`config.mk`:
```
export PLATFORM = sky130hd
export DESIGN_NAME = pdes_cmd_fifo
export DESIGN_NICKNAME = d
export VERILOG_FILES = /design/src/pdes_pkg.sv /design/src/pdes_cmd_fifo.sv
export VERILOG_INCLUDE_DIRS = /design/src /design/src/src
export SDC_FILE = /design/constraint.sdc
export NUM_CORES = 1
export LEC_CHECK = 0
export BUFFER_PORTS_ARGS = -buffer_cell sky130_fd_sc_hd__buf_2
export CORE_UTILIZATION = 46
export DETAILED_ROUTE_END_ITERATION = 10
export PLACE_DENSITY = 0.74
export SLEW_MARGIN = 25
export SYNTH_ARGS = -nofsm -noshare
export SYNTH_HDL_FRONTEND = slang
export SYNTH_SLANG_ARGS = --single-unit
export TNS_END_PERCENT = 5
```
`constraint.sdc`:
```
create_clock -name clk -period 2.8 [get_ports clk]
set_input_delay 0.42 -clock clk [delete_from_list [all_inputs] [get_ports clk]]
set_output_delay 0.42 -clock clk [all_outputs]
set_load 0.02 [all_outputs]
```
`src/per_device_error_stats_table_assert.svh`:
```
// Assertion macros shared by the per-device error statistics RTL.
// Depends on nothing; users must have signals named clk and rst in scope.
`ifndef PER_DEVICE_ERROR_STATS_TABLE_ASSERT_SVH
`define PER_DEVICE_ERROR_STATS_TABLE_ASSERT_SVH

`ifndef SYNTHESIS
// Condition holds at every edge outside reset
`define PDES_ASSERT_ALWAYS(lbl, cond) \
  lbl: assert property (@(posedge clk) disable iff (rst) (cond)) \
    else $error("pdes assertion failed");
// Same-cycle implication
`define PDES_ASSERT_IMPL(lbl, ante, cons) \
  lbl: assert property (@(posedge clk) disable iff (rst) (ante) |-> (cons)) \
    else $error("pdes assertion failed");
// Next-cycle implication
`define PDES_ASSERT_NEXT(lbl, ante, cons) \
  lbl: assert property (@(posedge clk) disable iff (rst) (ante) |=> (cons)) \
    else $error("pdes assertion failed");
`else
`define PDES_ASSERT_ALWAYS(lbl, cond)
`define PDES_ASSERT_IMPL(lbl, ante, cons)
`define PDES_ASSERT_NEXT(lbl, ante, cons)
`endif

`endif

```
`src/pdes_pkg.sv`:
```
// Types and constants of the per-device error statistics table.
// Depends on nothing; used by every module of the block but pdes_ram.
package pdes_pkg;

  // Table geometry
  localparam int MAX_ENTRIES = 16;
  localparam int NUM_CATS    = 5;
  localparam int IDX_W       = (MAX_ENTRIES > 1) ? $clog2(MAX_ENTRIES) : 1;
  localparam int CNT_W       = $clog2(MAX_ENTRIES + 1);
  localparam logic [2:0] CAT_LIMIT = 3'(NUM_CATS);

  // Command queue between front and back
  localparam int CMDQ_DEPTH = 2;
  localparam int CMDQ_PTR_W = (CMDQ_DEPTH > 1) ? $clog2(CMDQ_DEPTH) : 1;
  localparam int CMDQ_CNT_W = $clog2(CMDQ_DEPTH + 1);

  // Operation codes; out-of-range modes are folded into MODE_QUERY
  typedef enum logic [2:0] {
    MODE_ERROR     = 3'd0,
    MODE_SUCCESS   = 3'd1,
    MODE_RESET_DEV = 3'd2,
    MODE_RESET_ALL = 3'd3,
    MODE_QUERY     = 3'd4
  } mode_t;

  typedef struct packed {
    logic [2:0]  mode;
    logic [7:0]  device_address;
    logic [2:0]  category;
    logic [31:0] now_ms;
  } item_t;

  typedef struct packed {
    logic        found;
    logic        dropped;
    logic [31:0] crc_count;
    logic [31:0] timeout_count;
    logic [31:0] invalid_count;
    logic [31:0] device_fault_count;
    logic [31:0] other_count;
    logic [31:0] success_total;
    logic [31:0] last_error_ms;
    logic [31:0] error_sum;
    logic [4:0]  tracked_devices;
  } result_t;

  // One memory word: all counters of a slot
  typedef struct packed {
    logic [NUM_CATS-1:0][31:0] err;
    logic [31:0]               success;
    logic [31:0]               last_ms;
  } stats_t;

  // Classified transaction handed from front to back
  typedef struct packed {
    mode_t            op;
    logic [IDX_W-1:0] slot;
    logic             found;
    logic             dropped;
    logic [2:0]       category;
    logic [31:0]      now_ms;
    logic [4:0]       tracked;
  } cmd_t;

endpackage

```
`src/pdes_cmd_fifo.sv`:
```
// Short command queue that decouples classification from counter update.
// Depends on pdes_pkg and the assertion macro header.
`include "per_device_error_stats_table_assert.svh"
module pdes_cmd_fifo (
  input  logic           clk,
  input  logic           rst,
  input  logic           wr_en,
  input  pdes_pkg::cmd_t  wr_data,
  output logic           full,
  input  logic           rd_en,
  output pdes_pkg::cmd_t  rd_data,
  output logic           empty
);
  import pdes_pkg::*;

  cmd_t                  slots [CMDQ_DEPTH];
  logic [CMDQ_PTR_W-1:0] wr_ptr;
  logic [CMDQ_PTR_W-1:0] rd_ptr;
  logic [CMDQ_CNT_W-1:0] count;

  assign full    = (count == CMDQ_CNT_W'(CMDQ_DEPTH));
  assign empty   = (count == '0);
  assign rd_data = slots[rd_ptr];

  // Pointers and occupancy
  always_ff @(posedge clk) begin
    if (rst) begin
      wr_ptr <= '0;
      rd_ptr <= '0;
      count  <= '0;
    end else begin
      if (wr_en) begin
        wr_ptr <= (wr_ptr == CMDQ_PTR_W'(CMDQ_DEPTH - 1)) ? '0 : wr_ptr + 1'b1;
      end
      if (rd_en) begin
        rd_ptr <= (rd_ptr == CMDQ_PTR_W'(CMDQ_DEPTH - 1)) ? '0 : rd_ptr + 1'b1;
      end
      if (wr_en && !rd_en) begin
        count <= count + 1'b1;
      end else if (rd_en && !wr_en) begin
        count <= count - 1'b1;
      end
    end
  end

  always_ff @(posedge clk) begin
    if (wr_en) begin
      slots[wr_ptr] <= wr_data;
    end
  end

  `PDES_ASSERT_ALWAYS(a_fifo_bound, count <= CMDQ_CNT_W'(CMDQ_DEPTH))

endmodule

```
==> flow_summary_export.csv <==
group,metric,value,unit
status,outcome,"finished clean",
routing,viasPerCell,4.92,
sta,min_period_over_period,74.4,%
cts,cts_setup_buffers,0,
layout,n_antenna_cell,0,
cts,cts_buffers,9,
cts,cts_hold_buf,0,
cts,post_cts_resized,0,
logic_synthesis,yosysSeqAreaShare,81.4,%
min_path,hold_path.class,"in -> reg",
layout,fin_nets,341,
logic_synthesis,yosysWarnings,0,
sta,tns,0,ps
routing,routed_wl,6.01,mm
place,dp_hpwl,3.97,mm
cts,cts_max_path_buffers,2,
logic_synthesis,synth_area,3740,um^2
die,fp.dieH,92.2,um
setup_path,arrival,1660,ps
logic_synthesis,ys_types,16,
sta,finClkSkew,6.46,ps
sta,slew_viol_final,0,
logic_synthesis,syn_inst,174,
routing,routedWlPerCell,15.2,um
grt,grt.overflow.total,0,
die,core,7810,um^2
setup_path,critPathMaxFanout,41,
sta,period_minus_slack,2080,ps
sta,tightestPinTransition,579,ps
die,die_area,8490,um^2
die,start_util,47.9,%
grt,grt_first_pass_wirelength,9.11,mm
power,irDropWorstVdd,0.322,mV
setup_path,cp-start-kind,"flop",
die,die_w,92.2,um
sta,fmax,0.480,GHz
die,row_count,32,
sta,fin_hold_ws,242,ps
routing,num_vias,1938,
setup_path,reg2reg_depth,2,
cts,clk_latency,360,ps
power,power_density,680,nW/um^2
setup_path,crit_type,"reg -> out",
cts,cts.sinks,103,
setup_path,critPathCaptureType,"output pin",
cts,cts.clk_slew.worst_paths,100,ps
place,port_buffers,103,
sta,rsz0062_at_grt,"no",
cts,cts_tree,"yes",
routing,dr.pass1.iters,4,
layout,area_growth_syn_to_layout,23.2,%
setup_path,critPathRequiredTime,2380,ps
grt,grt_start_max_net_pins,42,
layout,drive_above_1_share,60.3,%
logic_synthesis,synth-seq-cells,103,
logic_synthesis,syn_avg_cell_area,21.5,um^2
logic_synthesis,syn_nets,228,
sta,setup_viol,0,
die,num_io_pins,104,
run,drv_cap,0,
power,p_leak,1.74,nW
min_path,worstHoldPathCells,1,
grt,grt_pass1_vias,1863,
cts,htree_num_levels,3,
cts,ctsRootBufferMaster,"clkbuf_8",
sta,hold_violations,0,
sta,slew_headroom,61.4,%
routing,ant_nets,0,
routing,drc_errors,0,
grt,grtUsageTotal,14.7,%
place,gp_congestion,0.692,
grt,antenna_found_initial,0,
routing,dr.first_iter.drc_count,67,
==> layer usage <==
metal / track usage, % / wire length, um / part of all wire [%] / up-vias
met5: 0 / 0 / 0 / -
met4: 6.64 / 69 / 1.1 / 0
met3: 3.48 / 365 / 6.1 / 7
met2: 23.8 / 3010 / 50 / 66
met1: 18.7 / 2570 / 43 / 961
li1: - / - / - / 904
==> worst max-delay path: stages (launching register included) <==
cell and delay [ps]:
dfxtp_2 470, buf_12 260, mux2_2 370, buf_2 160
==> cell families (layout without fill, tap and decap cells) <==
group                    count (synthesis)  count (layout)  synth area share (%)
XOR/XNOR                                 4               4                 0.937
multiplexers                            49              49                  14.8
AND/OR/NAND/NOR                          9               9                  1.24
buffers and inverters                    6             124                  1.10
flip-flops                             103             103                  81.4
AO/OA/AOI/OAI                            2               2                 0.267
adder cells (fa/ha/maj)                  1               1                 0.335
==> layout by cell type, fill, tap and decap left out, drive strengths merged <==
cell type / n
or3: 1
ha: 1
nor2b: 1
xor2: 2
buf: 107
clkinv: 3
xnor2: 2
dfxtp: 5
and2b: 1
o21ai: 1
nor2: 5
clkbuf: 9
a21oi: 1
inv: 5
and2: 1
mux2: 49
edfxtp: 98
==> power breakdown <==
group / switching (mW) / internal [mW]
Sequential: 0.0295 / 1.79
Combinational: 0.252 / 0.183
Clock: 0.525 / 0.353
Total: 0.806 / 2.33
==> final cells by class <==
class	instances	area, um^2
flip-flops and latches	103	3040
multi-input cells	65	664
well taps	102	128
repair buffers	107	571
fillers	632	3200
clock buffers	9	124
inverters	1	3.75
clock inverters	7	71.3
==> synthesized netlist by cell type <==
cell | n | area (um^2)
xor2_1 | 2 | 17.5
edfxtp_1 | 98 | 2940
mux2_2 | 49 | 552
ha_1 | 1 | 12.5
dfxtp_1 | 5 | 100
xnor2_1 | 2 | 17.5
nor2b_1 | 1 | 6.26
a21oi_1 | 1 | 5.00
nor2_1 | 5 | 18.8
and2b_2 | 1 | 8.76
or3_1 | 1 | 6.26
inv_1 | 1 | 3.75
buf_6 | 2 | 22.5
and2_1 | 1 | 6.26
buf_2 | 3 | 15.0
o21ai_0 | 1 | 5.00
==> through the flow <==
stage                     instances  area, um^2  power (mW)  utilization [%]  setup slack, ps
after floorplan                 174        3740        2.13                -              659
after CTS                       394        4610        3.18             59.0              670
after global routing            394        4610        3.26             59.0              634
after detailed placement        378        4410        2.30             56.5             1080
after global placement          378        4410        2.29             56.5             1070
final                           394        4610        3.13             59.0              716
==> registers in the layout, indices dropped and copies added, names as in the netlist, named ones only <==
name	cells
count	2
rd_ptr	1
wr_ptr	1
slots	98
==> path summary, 6_finish.rpt <==
path                   to  slack (ps)         from
min reg2reg      count[1]         550     count[1]
min          slots[1][29]         240  wr_data[29]
max reg2reg  slots[1][40]        1260       wr_ptr
max           rd_data[26]         720         flop
Power figures use the tool's default switching activity.
