### config.mk
export PLATFORM = sky130hd
export DESIGN_NAME = pdes_front
export DESIGN_NICKNAME = d
export VERILOG_FILES = /design/src/pdes_pkg.sv /design/src/pdes_front.sv
export VERILOG_INCLUDE_DIRS = /design/src /design/src/src
export SDC_FILE = /design/constraint.sdc
export NUM_CORES = 1
export LEC_CHECK = 0
export BUFFER_PORTS_ARGS = -buffer_cell sky130_fd_sc_hd__buf_2
export CAP_MARGIN = 10
export CORE_ASPECT_RATIO = 1.2
export CORE_UTILIZATION = 62
export DETAILED_ROUTE_END_ITERATION = 10
export PLACE_DENSITY = 0.86
export SETUP_SLACK_MARGIN = 0.05
export SYNTH_ARGS = -nofsm -noshare
export SYNTH_HDL_FRONTEND = slang
export SYNTH_SLANG_ARGS = --single-unit
### constraint.sdc
create_clock -name clk -period 7.3 [get_ports clk]
set_clock_uncertainty 0.15 [all_clocks]
set_input_delay 1.46 -clock clk [delete_from_list [all_inputs] [get_ports clk]]
set_output_delay 1.46 -clock clk [all_outputs]
set_load 0.03 [all_outputs]
### src/per_device_error_stats_table_assert.svh
// Assertion macros shared by the per-device error statistics RTL.
// Depends on nothing; users must have signals named clk and rst in scope.
`ifndef PER_DEVICE_ERROR_STATS_TABLE_ASSERT_SVH
`define PER_DEVICE_ERROR_STATS_TABLE_ASSERT_SVH

`ifndef SYNTHESIS
// Condition holds at every edge outside reset
`define PDES_ASSERT_ALWAYS(lbl, cond) \
  lbl: assert property (@(posedge clk) disable iff (rst) (cond)) \
    else $error("pdes assertion failed");
// Same-cycle implication
`define PDES_ASSERT_IMPL(lbl, ante, cons) \
  lbl: assert property (@(posedge clk) disable iff (rst) (ante) |-> (cons)) \
    else $error("pdes assertion failed");
// Next-cycle implication
`define PDES_ASSERT_NEXT(lbl, ante, cons) \
  lbl: assert property (@(posedge clk) disable iff (rst) (ante) |=> (cons)) \
    else $error("pdes assertion failed");
`else
`define PDES_ASSERT_ALWAYS(lbl, cond)
`define PDES_ASSERT_IMPL(lbl, ante, cons)
`define PDES_ASSERT_NEXT(lbl, ante, cons)
`endif

`endif

### src/pdes_pkg.sv
// Types and constants of the per-device error statistics table.
// Depends on nothing; used by every module of the block but pdes_ram.
package pdes_pkg;

  // Table geometry
  localparam int MAX_ENTRIES = 16;
  localparam int NUM_CATS    = 5;
  localparam int IDX_W       = (MAX_ENTRIES > 1) ? $clog2(MAX_ENTRIES) : 1;
  localparam int CNT_W       = $clog2(MAX_ENTRIES + 1);
  localparam logic [2:0] CAT_LIMIT = 3'(NUM_CATS);

  // Command queue between front and back
  localparam int CMDQ_DEPTH = 2;
  localparam int CMDQ_PTR_W = (CMDQ_DEPTH > 1) ? $clog2(CMDQ_DEPTH) : 1;
  localparam int CMDQ_CNT_W = $clog2(CMDQ_DEPTH + 1);

  // Operation codes; out-of-range modes are folded into MODE_QUERY
  typedef enum logic [2:0] {
    MODE_ERROR     = 3'd0,
    MODE_SUCCESS   = 3'd1,
    MODE_RESET_DEV = 3'd2,
    MODE_RESET_ALL = 3'd3,
    MODE_QUERY     = 3'd4
  } mode_t;

  typedef struct packed {
    logic [2:0]  mode;
    logic [7:0]  device_address;
    logic [2:0]  category;
    logic [31:0] now_ms;
  } item_t;

  typedef struct packed {
    logic        found;
    logic        dropped;
    logic [31:0] crc_count;
    logic [31:0] timeout_count;
    logic [31:0] invalid_count;
    logic [31:0] device_fault_count;
    logic [31:0] other_count;
    logic [31:0] success_total;
    logic [31:0] last_error_ms;
    logic [31:0] error_sum;
    logic [4:0]  tracked_devices;
  } result_t;

  // One memory word: all counters of a slot
  typedef struct packed {
    logic [NUM_CATS-1:0][31:0] err;
    logic [31:0]               success;
    logic [31:0]               last_ms;
  } stats_t;

  // Classified transaction handed from front to back
  typedef struct packed {
    mode_t            op;
    logic [IDX_W-1:0] slot;
    logic             found;
    logic             dropped;
    logic [2:0]       category;
    logic [31:0]      now_ms;
    logic [4:0]       tracked;
  } cmd_t;

endpackage

### src/pdes_front.sv
// Front end: address lookup, slot allocation and item classification.
// Depends on pdes_pkg and the assertion macro header.
`include "per_device_error_stats_table_assert.svh"
module pdes_front (
  input  logic           clk,
  input  logic           rst,
  input  logic           push,
  output logic           full,
  input  pdes_pkg::item_t item,
  output logic           q_push,
  output pdes_pkg::cmd_t  q_cmd,
  input  logic           q_full
);
  import pdes_pkg::*;

  logic [MAX_ENTRIES-1:0] entry_used;
  logic [CNT_W-1:0]       entry_count;
  logic [7:0]             entry_address [MAX_ENTRIES];

  logic [MAX_ENTRIES-1:0] hit;
  logic                   hit_any;
  logic [IDX_W-1:0]       hit_slot;
  logic [IDX_W-1:0]       new_slot;
  mode_t                  op;
  logic                   alloc_op;
  logic                   table_full;
  logic                   need_alloc;
  logic                   accept;
  logic [CNT_W-1:0]       count_after;

  assign full   = q_full;
  assign accept = push && !q_full;

  // Parallel match over allocated slots; addresses are unique
  always_comb begin
    hit_slot = '0;
    for (int i = 0; i < MAX_ENTRIES; i++) begin
      hit[i] = entry_used[i] && (entry_address[i] == item.device_address);
      if (hit[i]) begin
        hit_slot = hit_slot | IDX_W'(i);
      end
    end
    hit_any = |hit;
  end

  // Mode decode
  always_comb begin
    unique case (item.mode) inside
      MODE_ERROR:     op = MODE_ERROR;
      MODE_SUCCESS:   op = MODE_SUCCESS;
      MODE_RESET_DEV: op = MODE_RESET_DEV;
      MODE_RESET_ALL: op = MODE_RESET_ALL;
      default:        op = MODE_QUERY;
    endcase
    unique case (op) inside
      MODE_ERROR, MODE_SUCCESS, MODE_RESET_DEV: alloc_op = 1'b1;
      default:                                  alloc_op = 1'b0;
    endcase
  end

  assign table_full  = (entry_count == CNT_W'(MAX_ENTRIES));
  assign need_alloc  = alloc_op && !hit_any && !table_full;
  assign new_slot    = entry_count[IDX_W-1:0];
  assign count_after = need_alloc ? entry_count + CNT_W'(1) : entry_count;

  // Classified transaction
  always_comb begin
    q_cmd.op       = op;
    q_cmd.slot     = hit_any ? hit_slot : new_slot;
    q_cmd.found    = hit_any || need_alloc;
    q_cmd.dropped  = alloc_op && !hit_any && table_full;
    q_cmd.category = item.category;
    q_cmd.now_ms   = item.now_ms;
    q_cmd.tracked  = 5'(count_after);
  end
  assign q_push = accept;

  // Allocation state
  always_ff @(posedge clk) begin
    if (rst) begin
      entry_used  <= '0;
      entry_count <= '0;
    end else if (accept && need_alloc) begin
      entry_used[new_slot] <= 1'b1;
      entry_count          <= count_after;
    end
  end

  always_ff @(posedge clk) begin
    if (accept && need_alloc) begin
      entry_address[new_slot] <= item.device_address;
    end
  end

  `PDES_ASSERT_ALWAYS(a_count_bound, entry_count <= CNT_W'(MAX_ENTRIES))
  `PDES_ASSERT_NEXT(a_alloc_step, accept && need_alloc, entry_count == $past(entry_count) + 1'b1)

endmodule

==> impl_metrics.toml <==
[job]
max_cap_viol_count = 0

[sta]
finalWorstSetupSlack_ns = 1.41
maxSlewHeadroom_pct = 18.2
tns_ns = 0
max_freq_ghz = 0.170
worst_pin_slew_ns = 1.22
timing.final.crit_share_pct = 80.6
hold_viol_final = 0
layout_min_cycle_time_ns = 5.89
slew_violations = 0
rsz0062_at_grt = "no"
finalSetupViolCount = 0

[pwr]
pwr_density_cell_nw_per_um2 = 251
p_leak_nw = 2.49
total_power_w = 0.00184
irDropWorstVdd_mv = 0.230

[drt]
dr.pass1.iters = 11
drt_wl_total_um = 13200
vias_per_cell = 6.14
vias = 3908
drcViolationCount = 10
drt-initial-drc-count = 378
postRouteAntennaNets = 0
wire_per_inst_um = 20.7

[clocking]
cts_resized = 0
cts_hold_buf = 0
cts.sink_count = 149
clock_latency_ns = 0.42
root_buffer = "clkbuf_16"
cts_made_buffers = 17
htreeDepth = 4
post_cts_buffers = 0
path_clk_slew_ns = 0.06
clockBufferDepth = 2
cts_tree = "built"

[worst_setup_path]
cp.required_ns = 5.69
cp-end-kind = "primary output"
crit_chain = "buf_2 > xnor2_1 > nand4_1 > nor3_1 > a31o_1 > or3_4 > nor3_4 > and2_1 > mux2_2 > buf_2"
crit_slowest_cell = "buf_2"
crit_top_cell = "buf_2"
critical_path_class = "input port to primary output"
critical_path.max_fanout = 32
critical_path_arrival_ns = 4.28
slowest_delay_ns = 0.63
setup.worst_path.start_class = "input port"

[global_route]
grt_use_total_pct = 24.6
antenna_found_initial = 0
first_global_vias = 4076
grt_max_degree = 33
grt_overflow = 0
grt_pass1_wl_um = 21200

[synthesis]
ys_ff_latch = 149
syn-instance-count = 503
ys_seq_area_share_pct = 61.8
ys_warn_count = 0
netlist_area_um2 = 6900
post_synth.cell_area_avg_um2 = 13.7
syn_nets = 557
synth_cell_type_count = 40

[cells_and_area]
synthToLayoutAreaGrowth_pct = 5.89
utilization_pct = 68.5
drive_above_1_share_pct = 14.6
nNetsFinal = 549
num_antenna_cells = 0
nFillCells = 706

[status]
outcome = "finished with violations"
violations = "design-rule violations"

[placed_design]
gp_congestion = 0.801
dp_hpwl_um = 8040
place_ws_ns = 1.43
port_buffers = 30

[floorplanning]
rows = 41
die_w_um = 98.3
start_util_pct = 64.7
die_h_um = 118
die-area_um2 = 11600
core-area_um2 = 10700
io_pins = 101

[hold_path]
worstHoldPathType = "register to register"
through the flow:
| stage | hold WS [ns] | instances | area, um^2 |
|---|---|---|---|
| global route | 0.351 | 637 | 7310 |
| global placement | 0.297 | 605 | 6750 |
| detailed placement | 0.315 | 605 | 6750 |
| finish | 0.333 | 637 | 7310 |
| CTS | 0.335 | 637 | 7310 |
| floorplan | 0.279 | 503 | 6900 |
layer usage:
metal	wire length [um]	up-vias	share of wire, %	global-route usage [%]
met1	5210	1908	40	30.4
met5	0	-	0	0
li1	-	1738	-	-
met2	6530	219	50	38.6
met3	1030	43	7.8	6.53
met4	416	0	3.2	15.1
worst paths after layout:
check | start | endpoint | slack (ns) | cells past startpoint
max reg2reg | entry_address[15][0] | entry_address[2][3] | 3.66 | 9
min reg2reg | entry_used[9] | entry_used[9] | 0.33 | 2
min | entry_used[9] | entry_used[9] | 0.33 | 2
max | item[35] | q_cmd[1] | 1.41 | 10
final cells by class:
type	instances	area (um^2)	share of cell area, %
well taps	129	161	2.21
clock buffers	17	425	5.82
repair buffers	33	173	2.36
inverters	3	11.3	0.154
flip-flops and latches	149	4260	58.3
clock inverters	15	139	1.90
multi-input cells	291	2140	29.2
power by group:
group	internal [W]	switching (W)	total (W)
Combinational	0.0000307	0.0000616	0.0000923
Sequential	0.000926	0.00000136	0.000927
Clock	0.000497	0.000322	0.000819
Total	0.00145	0.000385	0.00184
flip-flops by register name, summed over array words and instances (netlist names):
register       flops
entry_address    128
entry_used        16
entry_count        5
cell usage in the layout (no fill, tap or decap), types with 2 or more instances in the layout:
master	count
a31oi_1	17
inv_1	3
clkbuf_16	17
a21oi_1	2
nor2_1	29
a41oi_1	2
mux2_2	2
nand3_1	11
buf_2	30
nor4_1	12
nand2_1	15
nor2b_1	6
clkinvlp_4	4
o21ai_0	2
nand4_1	15
xnor2_1	86
nor3_1	12
ha_1	4
dfxtp_1	21
and2_1	3
buf_4	3
clkinv_2	4
and3_1	10
xor2_1	47
clkinv_1	3
bufinv_16	2
edfxtp_1	128
Yosys cell counts (all sizes together):
cell type    n  area, um^2
a31o         1        8.76
a21oi        2        10.0
edfxtp     128        3840
clkbuf       5        18.8
a31oi       17         106
xor2        47         412
nand3       11        55.1
nand2       16        67.6
nand2b       1        6.26
nand4       16         106
and2         3        18.8
or3          1        11.3
mux2         3        37.5
nor4        13        96.3
o21ai        2        10.0
a211o        1        8.76
nor2        29         109
nor3b        1        7.51
buf         55         473
dfxtp       21         420
ha           4        50.1
a311o        1        20.0
nor2b        6        37.5
o21ba        1        10.0
a21o         1        7.51
mux2i        1        10.0
inv          3        11.3
and3        11        73.8
a41oi        2        17.5
nor3        14        86.3
xnor2       86         753
worst max-delay path: cells and delay by family:
kind                      cells  cell delay, ns
AOI/OAI and AO/OA             1            0.21
xor gates and xnor gates      1            0.20
and+or+nand+nor               5            1.25
buffers and inverters         2            0.81
muxes                         1            0.33
kinds of logic after synthesis:
kind of cell	count (synthesis)	share of synthesized area (%)
AOI/OAI and AO/OA	28	2.88
xor gates and xnor gates	133	16.9
adders and majority gates	4	0.725
buffers and inverters	63	7.29
DFF	149	61.8
muxes	4	0.689
and+or+nand+nor	122	9.79
No activity file was read; power rests on OpenSTA's default activity.
