`config.mk`:
```
export PLATFORM = sky130hd
export DESIGN_NAME = pdes_back
export DESIGN_NICKNAME = d
export VERILOG_FILES = /design/src/pdes_pkg.sv /design/src/pdes_ram.sv /design/src/pdes_back.sv
export VERILOG_INCLUDE_DIRS = /design/src /design/src/src
export SDC_FILE = /design/constraint.sdc
export NUM_CORES = 2
export LEC_CHECK = 0
export BUFFER_PORTS_ARGS = -buffer_cell sky130_fd_sc_hd__buf_4
export CAP_MARGIN = 30
export CORE_MARGIN = 3
export CORE_UTILIZATION = 46
export CTS_BUF_LIST = sky130_fd_sc_hd__clkbuf_4
export DETAILED_ROUTE_END_ITERATION = 16
export GPL_TIMING_DRIVEN = 0
export PLACE_DENSITY = 0.63
export SLEW_MARGIN = 40
export SYNTH_ARGS = -nofsm -noshare
export SYNTH_HDL_FRONTEND = slang
export SYNTH_SLANG_ARGS = --single-unit
```
`constraint.sdc`:
```
create_clock -name clk -period 56.9 [get_ports clk]
set_clock_uncertainty 0.2 [all_clocks]
set_input_delay 11.38 -clock clk [delete_from_list [all_inputs] [get_ports clk]]
set_output_delay 11.38 -clock clk [all_outputs]
set_load 0.1 [all_outputs]
```
`src/per_device_error_stats_table_assert.svh`:
```
// Assertion macros shared by the per-device error statistics RTL.
// Depends on nothing; users must have signals named clk and rst in scope.
`ifndef PER_DEVICE_ERROR_STATS_TABLE_ASSERT_SVH
`define PER_DEVICE_ERROR_STATS_TABLE_ASSERT_SVH

`ifndef SYNTHESIS
// Condition holds at every edge outside reset
`define PDES_ASSERT_ALWAYS(lbl, cond) \
  lbl: assert property (@(posedge clk) disable iff (rst) (cond)) \
    else $error("pdes assertion failed");
// Same-cycle implication
`define PDES_ASSERT_IMPL(lbl, ante, cons) \
  lbl: assert property (@(posedge clk) disable iff (rst) (ante) |-> (cons)) \
    else $error("pdes assertion failed");
// Next-cycle implication
`define PDES_ASSERT_NEXT(lbl, ante, cons) \
  lbl: assert property (@(posedge clk) disable iff (rst) (ante) |=> (cons)) \
    else $error("pdes assertion failed");
`else
`define PDES_ASSERT_ALWAYS(lbl, cond)
`define PDES_ASSERT_IMPL(lbl, ante, cons)
`define PDES_ASSERT_NEXT(lbl, ante, cons)
`endif

`endif

```
`src/pdes_pkg.sv`:
```
// Types and constants of the per-device error statistics table.
// Depends on nothing; used by every module of the block but pdes_ram.
package pdes_pkg;

  // Table geometry
  localparam int MAX_ENTRIES = 16;
  localparam int NUM_CATS    = 5;
  localparam int IDX_W       = (MAX_ENTRIES > 1) ? $clog2(MAX_ENTRIES) : 1;
  localparam int CNT_W       = $clog2(MAX_ENTRIES + 1);
  localparam logic [2:0] CAT_LIMIT = 3'(NUM_CATS);

  // Command queue between front and back
  localparam int CMDQ_DEPTH = 2;
  localparam int CMDQ_PTR_W = (CMDQ_DEPTH > 1) ? $clog2(CMDQ_DEPTH) : 1;
  localparam int CMDQ_CNT_W = $clog2(CMDQ_DEPTH + 1);

  // Operation codes; out-of-range modes are folded into MODE_QUERY
  typedef enum logic [2:0] {
    MODE_ERROR     = 3'd0,
    MODE_SUCCESS   = 3'd1,
    MODE_RESET_DEV = 3'd2,
    MODE_RESET_ALL = 3'd3,
    MODE_QUERY     = 3'd4
  } mode_t;

  typedef struct packed {
    logic [2:0]  mode;
    logic [7:0]  device_address;
    logic [2:0]  category;
    logic [31:0] now_ms;
  } item_t;

  typedef struct packed {
    logic        found;
    logic        dropped;
    logic [31:0] crc_count;
    logic [31:0] timeout_count;
    logic [31:0] invalid_count;
    logic [31:0] device_fault_count;
    logic [31:0] other_count;
    logic [31:0] success_total;
    logic [31:0] last_error_ms;
    logic [31:0] error_sum;
    logic [4:0]  tracked_devices;
  } result_t;

  // One memory word: all counters of a slot
  typedef struct packed {
    logic [NUM_CATS-1:0][31:0] err;
    logic [31:0]               success;
    logic [31:0]               last_ms;
  } stats_t;

  // Classified transaction handed from front to back
  typedef struct packed {
    mode_t            op;
    logic [IDX_W-1:0] slot;
    logic             found;
    logic             dropped;
    logic [2:0]       category;
    logic [31:0]      now_ms;
    logic [4:0]       tracked;
  } cmd_t;

endpackage

```
`src/pdes_ram.sv`:
```
// Generic single-write, single-read RAM with registered read data.
// Depends on nothing.
module pdes_ram #(
  parameter int WIDTH = 32,
  parameter int DEPTH = 16
) (
  input  logic                                      clk,
  input  logic                                      we,
  input  logic [((DEPTH > 1) ? $clog2(DEPTH) : 1)-1:0] waddr,
  input  logic [WIDTH-1:0]                          wdata,
  input  logic                                      re,
  input  logic [((DEPTH > 1) ? $clog2(DEPTH) : 1)-1:0] raddr,
  output logic [WIDTH-1:0]                          rdata
);

  logic [WIDTH-1:0] mem [DEPTH];

  // Write port, read port (read-first)
  always_ff @(posedge clk) begin
    if (we) begin
      mem[waddr] <= wdata;
    end
    if (re) begin
      rdata <= mem[raddr];
    end
  end

endmodule

```
`src/pdes_back.sv`:
```
// Back end: counter read-modify-write on the stats memory and result register.
// Depends on pdes_pkg, pdes_ram and the assertion macro header.
`include "per_device_error_stats_table_assert.svh"
module pdes_back (
  input  logic             clk,
  input  logic             rst,
  input  logic             q_empty,
  input  pdes_pkg::cmd_t    q_data,
  output logic             q_pop,
  output logic             empty,
  input  logic             pop,
  output pdes_pkg::result_t result
);
  import pdes_pkg::*;

  typedef enum logic [1:0] {
    B_IDLE = 2'b01,
    B_EXEC = 2'b10
  } back_state_t;

  back_state_t            state;
  back_state_t            state_next;
  cmd_t                   cmd;
  logic [MAX_ENTRIES-1:0] zeroed;
  logic                   fwd_hit;
  stats_t                 fwd_data;
  logic                   out_valid;

  stats_t                 ram_rdata;
  stats_t                 ram_wdata;
  logic                   ram_we;
  logic                   take;
  logic                   out_ok;
  logic                   finish;
  stats_t                 old_stats;
  stats_t                 cur;
  stats_t                 rep;
  logic [31:0]            sum_cur;
  logic [31:0]            rep_sum;
  logic                   set_one;
  logic                   set_all;

  assign out_ok = !out_valid || pop;
  assign finish = (state == B_EXEC) && out_ok;
  assign take   = !q_empty && ((state == B_IDLE) || finish);
  assign q_pop  = take;
  assign empty  = !out_valid;

  // Counter memory, one word per slot
  pdes_ram #(
    .WIDTH($bits(stats_t)),
    .DEPTH(MAX_ENTRIES)
  ) u_stats_ram (
    .clk  (clk),
    .we   (ram_we),
    .waddr(cmd.slot),
    .wdata(ram_wdata),
    .re   (take),
    .raddr(q_data.slot),
    .rdata(ram_rdata)
  );

  // Sequencer
  always_comb begin
    state_next = state;
    unique case (state)
      B_IDLE: if (take) state_next = B_EXEC;
      B_EXEC: begin
        if (finish && !take) begin
          state_next = B_IDLE;
        end
      end
      default: state_next = B_IDLE;
    endcase
  end

  always_ff @(posedge clk) begin
    if (rst) begin
      state <= B_IDLE;
    end else begin
      state <= state_next;
    end
  end

  // Transaction in flight, plus bypass of a write to the slot being read
  always_ff @(posedge clk) begin
    if (take) begin
      cmd      <= q_data;
      fwd_hit  <= ram_we && (cmd.slot == q_data.slot);
      fwd_data <= ram_wdata;
    end
  end

  // Read-modify-write of the addressed slot
  always_comb begin
    old_stats = fwd_hit ? fwd_data : ram_rdata;
    cur       = zeroed[cmd.slot] ? '0 : old_stats;
    sum_cur   = '0;
    for (int c = 0; c < NUM_CATS; c++) begin
      sum_cur = sum_cur + cur.err[c];
    end
    ram_wdata = cur;
    rep       = cur;
    rep_sum   = sum_cur;
    ram_we    = 1'b0;
    set_one   = 1'b0;
    set_all   = 1'b0;
    unique case (cmd.op)
      MODE_ERROR: begin
        if (cmd.category < CAT_LIMIT) begin
          ram_wdata.err[cmd.category] = cur.err[cmd.category] + 32'd1;
          rep_sum = sum_cur + 32'd1;
        end
        ram_wdata.last_ms = cmd.now_ms;
        ram_we = finish && cmd.found;
        rep    = ram_wdata;
      end
      MODE_SUCCESS: begin
        ram_wdata.success = cur.success + 32'd1;
        ram_we = finish && cmd.found;
        rep    = ram_wdata;
      end
      MODE_RESET_DEV: begin
        set_one = finish && cmd.found;
        rep     = '0;
        rep_sum = '0;
      end
      MODE_RESET_ALL: begin
        set_all = finish;
        rep     = '0;
        rep_sum = '0;
      end
      default: begin
        rep = cur;
      end
    endcase
    if (!cmd.found) begin
      rep     = '0;
      rep_sum = '0;
    end
  end

  // Per-slot "reads as zero" flags; cleared by the first write after a clear
  always_ff @(posedge clk) begin
    if (rst) begin
      zeroed <= '1;
    end else if (set_all) begin
      zeroed <= '1;
    end else if (set_one) begin
      zeroed[cmd.slot] <= 1'b1;
    end else if (ram_we) begin
      zeroed[cmd.slot] <= 1'b0;
    end
  end

  // Result register
  always_ff @(posedge clk) begin
    if (rst) begin
      out_valid <= 1'b0;
    end else if (finish) begin
      out_valid <= 1'b1;
    end else if (pop) begin
      out_valid <= 1'b0;
    end
  end

  always_ff @(posedge clk) begin
    if (finish) begin
      result.found              <= cmd.found;
      result.dropped            <= cmd.dropped;
      result.crc_count          <= rep.err[0];
      result.timeout_count      <= rep.err[1];
      result.invalid_count      <= rep.err[2];
      result.device_fault_count <= rep.err[3];
      result.other_count        <= rep.err[4];
      result.success_total      <= rep.success;
      result.last_error_ms      <= rep.last_ms;
      result.error_sum          <= rep_sum;
      result.tracked_devices    <= cmd.tracked;
    end
  end

  `PDES_ASSERT_NEXT(a_stall_holds, (state == B_EXEC) && !out_ok, (state == B_EXEC) && $stable(cmd))
  `PDES_ASSERT_NEXT(a_reset_all_clears, finish && (cmd.op == MODE_RESET_ALL), &zeroed)
  `PDES_ASSERT_IMPL(a_write_needs_entry, ram_we, cmd.found && (state == B_EXEC))

endmodule

```
==> impl_metrics.py <==
metrics = {
    "run_status": {
        "outcome": "complete, no violations",
    },
    "place": {
        "dp_cells": 14437,
        "globalplace.congestion": 1.00,
        "io_buffers": 317,
        "dp_hpwl_um": 436000,
        "dpl_cell_area_sq_um": 196000,
    },
    "synth": {
        "syn_nets": 8614,
        "synth_top_flop_cell": "edfxtp_1",
        "yosys.area.top_type": "edfxtp_1",
        "yosys.cell_types.count": 97,
        "syn_area_sq_um": 175000,
        "yosysMostFrequentCell": "edfxtp_1",
        "syn_area_per_cell_sq_um": 20.7,
        "synth_area_leaders": "edfxtp_1 (75%), mux4_2 (14%), mux2i_1 (1.4%), fa_1 (0.91%), clkbuf_1 (0.71%)",
        "synth_edf_count": 4345,
        "ys_ff_latch": 4364,
        "synth.top_cell.area_share_pct": 74.8,
        "synthCells": 8434,
        "yosysWarnings": 0,
        "synthArstFlopShare_pct": 0,
        "yosys-top-cells-count": "edfxtp_1 (4345), mux4_2 (1102), clkbuf_1 (332)",
        "seq_area_frac_synth_pct": 75.0,
    },
    "detailed_routing": {
        "drc_errors": 0,
        "drt_iter0_drc": 14320,
        "firstDrtPassIters": 7,
        "ant_nets": 0,
        "routed_via_density": 6.16,
        "wire_per_inst_um": 37.0,
        "wl_um": 606000,
        "vias": 100914,
    },
    "sta": {
        "worstMarginPinSlew_ps": 1010,
        "tns_ps": 0,
        "fin_crit_ps": 26630,
        "slew_headroom_pct": 32.2,
        "slew_violations": 0,
        "setup_viol": 0,
        "hold_violations": 0,
        "rsz0062_at_grt": "false",
        "post-route-period-util_pct": 46.8,
        "clock.fmax_mhz": 37.5,
    },
    "clock_network": {
        "clockBufferDepth": 5,
        "htree_levels": 7,
        "clock_latency_ps": 1700,
        "cts-root-buf": "clkbuf_4",
        "numClockSinks": 4364,
        "cts_made_buffers": 1182,
        "post_cts_buffers": 0,
        "cts_tree": "yes",
        "clk_pin_slew_worst_paths_ps": 60,
        "ctsHoldBuffers": 0,
        "cts_resized": 0,
    },
    "final_layout": {
        "drive_gt1_share_pct": 40.7,
        "nets": 10811,
        "area_growth_pct": 20.6,
        "stdcell_count": 16391,
        "final_area_sq_um": 210000,
    },
    "floorplanning": {
        "die_h_um": 622,
        "rows": 225,
        "initial_core_util_pct": 46.3,
        "fp.dieArea_sq_um": 387000,
        "core-area_sq_um": 377000,
        "die_x_um": 622,
        "ios": 318,
    },
    "worst_setup_path": {
        "r2r_cells": 33,
        "crit_required_ps": 45320,
        "r2r_slack_ps": 42560,
        "cp-start-kind": "input port",
        "r2r-end": "result[32]",
        "crit_arrival_ps": 15050,
        "crit_start": "pop",
        "reg2reg_from": "fwd_hit",
        "critPathKind": "in -> out",
        "crit_fanout": 18,
        "endpoint": "q_pop",
        "critPathCaptureType": "output port",
    },
    "global_route": {
        "globalRouteOverflowTotal": 0,
        "grt_usage_pct": 31.4,
        "grt_pass1_wl_um": 823000,
        "grt_pass1_vias": 102017,
        "grt_start_max_net_pins": 25,
        "antenna_found_initial": 57,
    },
    "worst_hold_path": {
        "hold_class": "reg -> reg",
    },
    "pwr": {
        "p_per_area_nw_per_um2": 31.1,
        "vdd_ir_drop_max_mv": 0.0221,
        "leakage_nw": 73.5,
    },
    "run": {
        "cap_violations": 0,
    },
}
==> metal layers <==
| layer | vias to the layer above | global-route usage, % | share of wire [%] |
|---|---|---|---|
| li1 | 40091 | - | - |
| met1 | 52909 | 41.1 | 37 |
| met2 | 6643 | 48.0 | 47 |
| met3 | 1259 | 7.50 | 9.9 |
| met4 | 12 | 18.7 | 6.2 |
| met5 | - | 0 | 0.011 |
==> critical path, stage by stage <==
cell,delay [ps]
buf_4,80
nand2b_1,130
nor2b_4,470
buf_16,230
buf_16,180
buf_8,190
inv_1,180
a21oi_4,440
buf_8,250
buf_16,180
buf_16,160
buf_8,180
buf_8,200
buf_8,200
buf_8,190
buf_4,310
==> flip-flops by register name (all words and copies together) (netlist names), named ones only <==
signal,count
state,2
u_stats_ram.rdata,224
fwd_data,224
cmd,49
fwd_hit,1
out_valid,1
u_stats_ram.mem,3584
result,263
==> final cells by class <==
type                    instances  area, sq um
fillers                     28561       166000
flip-flops and latches       4364       131000
multi-input cells            3473        44200
repair buffers               1013        12500
clock buffers                1618        12100
well taps                    4994         6250
plain buffers                 470         2300
clock inverters               280         1560
inverters                     127          477
diodes                         52          130
==> cell usage in the layout (no fill, tap or decap), drive strengths merged, types with 51 or more instances in the layout <==
cell type,Yosys,routed
nor2b,67,67
buf,137,1151
o22ai,79,79
mux2,63,63
mux2i,244,244
clkbuf,333,1950
o21ai,197,197
nand3,60,60
nor3,51,51
nor2,304,304
clkinv,1,235
fa,79,79
o31ai,51,51
mux4,1102,1102
diode,0,52
a21oi,168,168
edfxtp,4345,4345
xnor2,90,90
nand2,326,326
xor2,52,52
inv,126,153
==> per-stage QoR <==
step | hold slack [ps] | setup slack (ps) | power (mW) | util [%]
6_report | 220 | 30270 | 6.55 | 55.9
2_1_floorplan | 200 | 5680 | 3.82 | -
3_5_place_dp | 208 | 30280 | 3.97 | 52.0
4_1_cts | 222 | 30270 | 6.60 | 55.7
3_3_place_gp | 209 | -20350 | 3.98 | 48.6
5_1_grt | 231 | 30170 | 6.78 | 55.8
==> worst min path at each step <==
stage | to | start | depth (start not counted) | slack (ps)
2_1_floorplan | result[0] | cmd[0] | 0 | 200
3_3_place_gp | result[2] | cmd[2] | 0 | 210
3_5_place_dp | result[3] | cmd[3] | 0 | 210
4_1_cts | result[4] | cmd[4] | 0 | 220
5_1_grt | result[4] | cmd[4] | 0 | 230
6_report | result[4] | cmd[4] | 0 | 220
==> report_power, final <==
group	total [mW]	internal, mW	switching, mW
Sequential	3.55	3.53	0.0227
Combinational	0.361	0.126	0.235
Clock	2.64	1.38	1.26
Total	6.55	5.03	1.52
==> cell families after synthesis <==
| family | count (synthesis) | synth area share, % |
|---|---|---|
| XOR/XNOR | 142 | 0.732 |
| AND/OR/NAND/NOR | 1024 | 2.78 |
| flip-flops | 4364 | 75.0 |
| buffers and inverters | 597 | 1.36 |
| adder cells (fa/ha/maj) | 127 | 1.25 |
| multiplexers | 1409 | 16.0 |
| AO/OA/AOI/OAI | 771 | 2.87 |
Note: power is estimated with default switching activity, not from simulation.
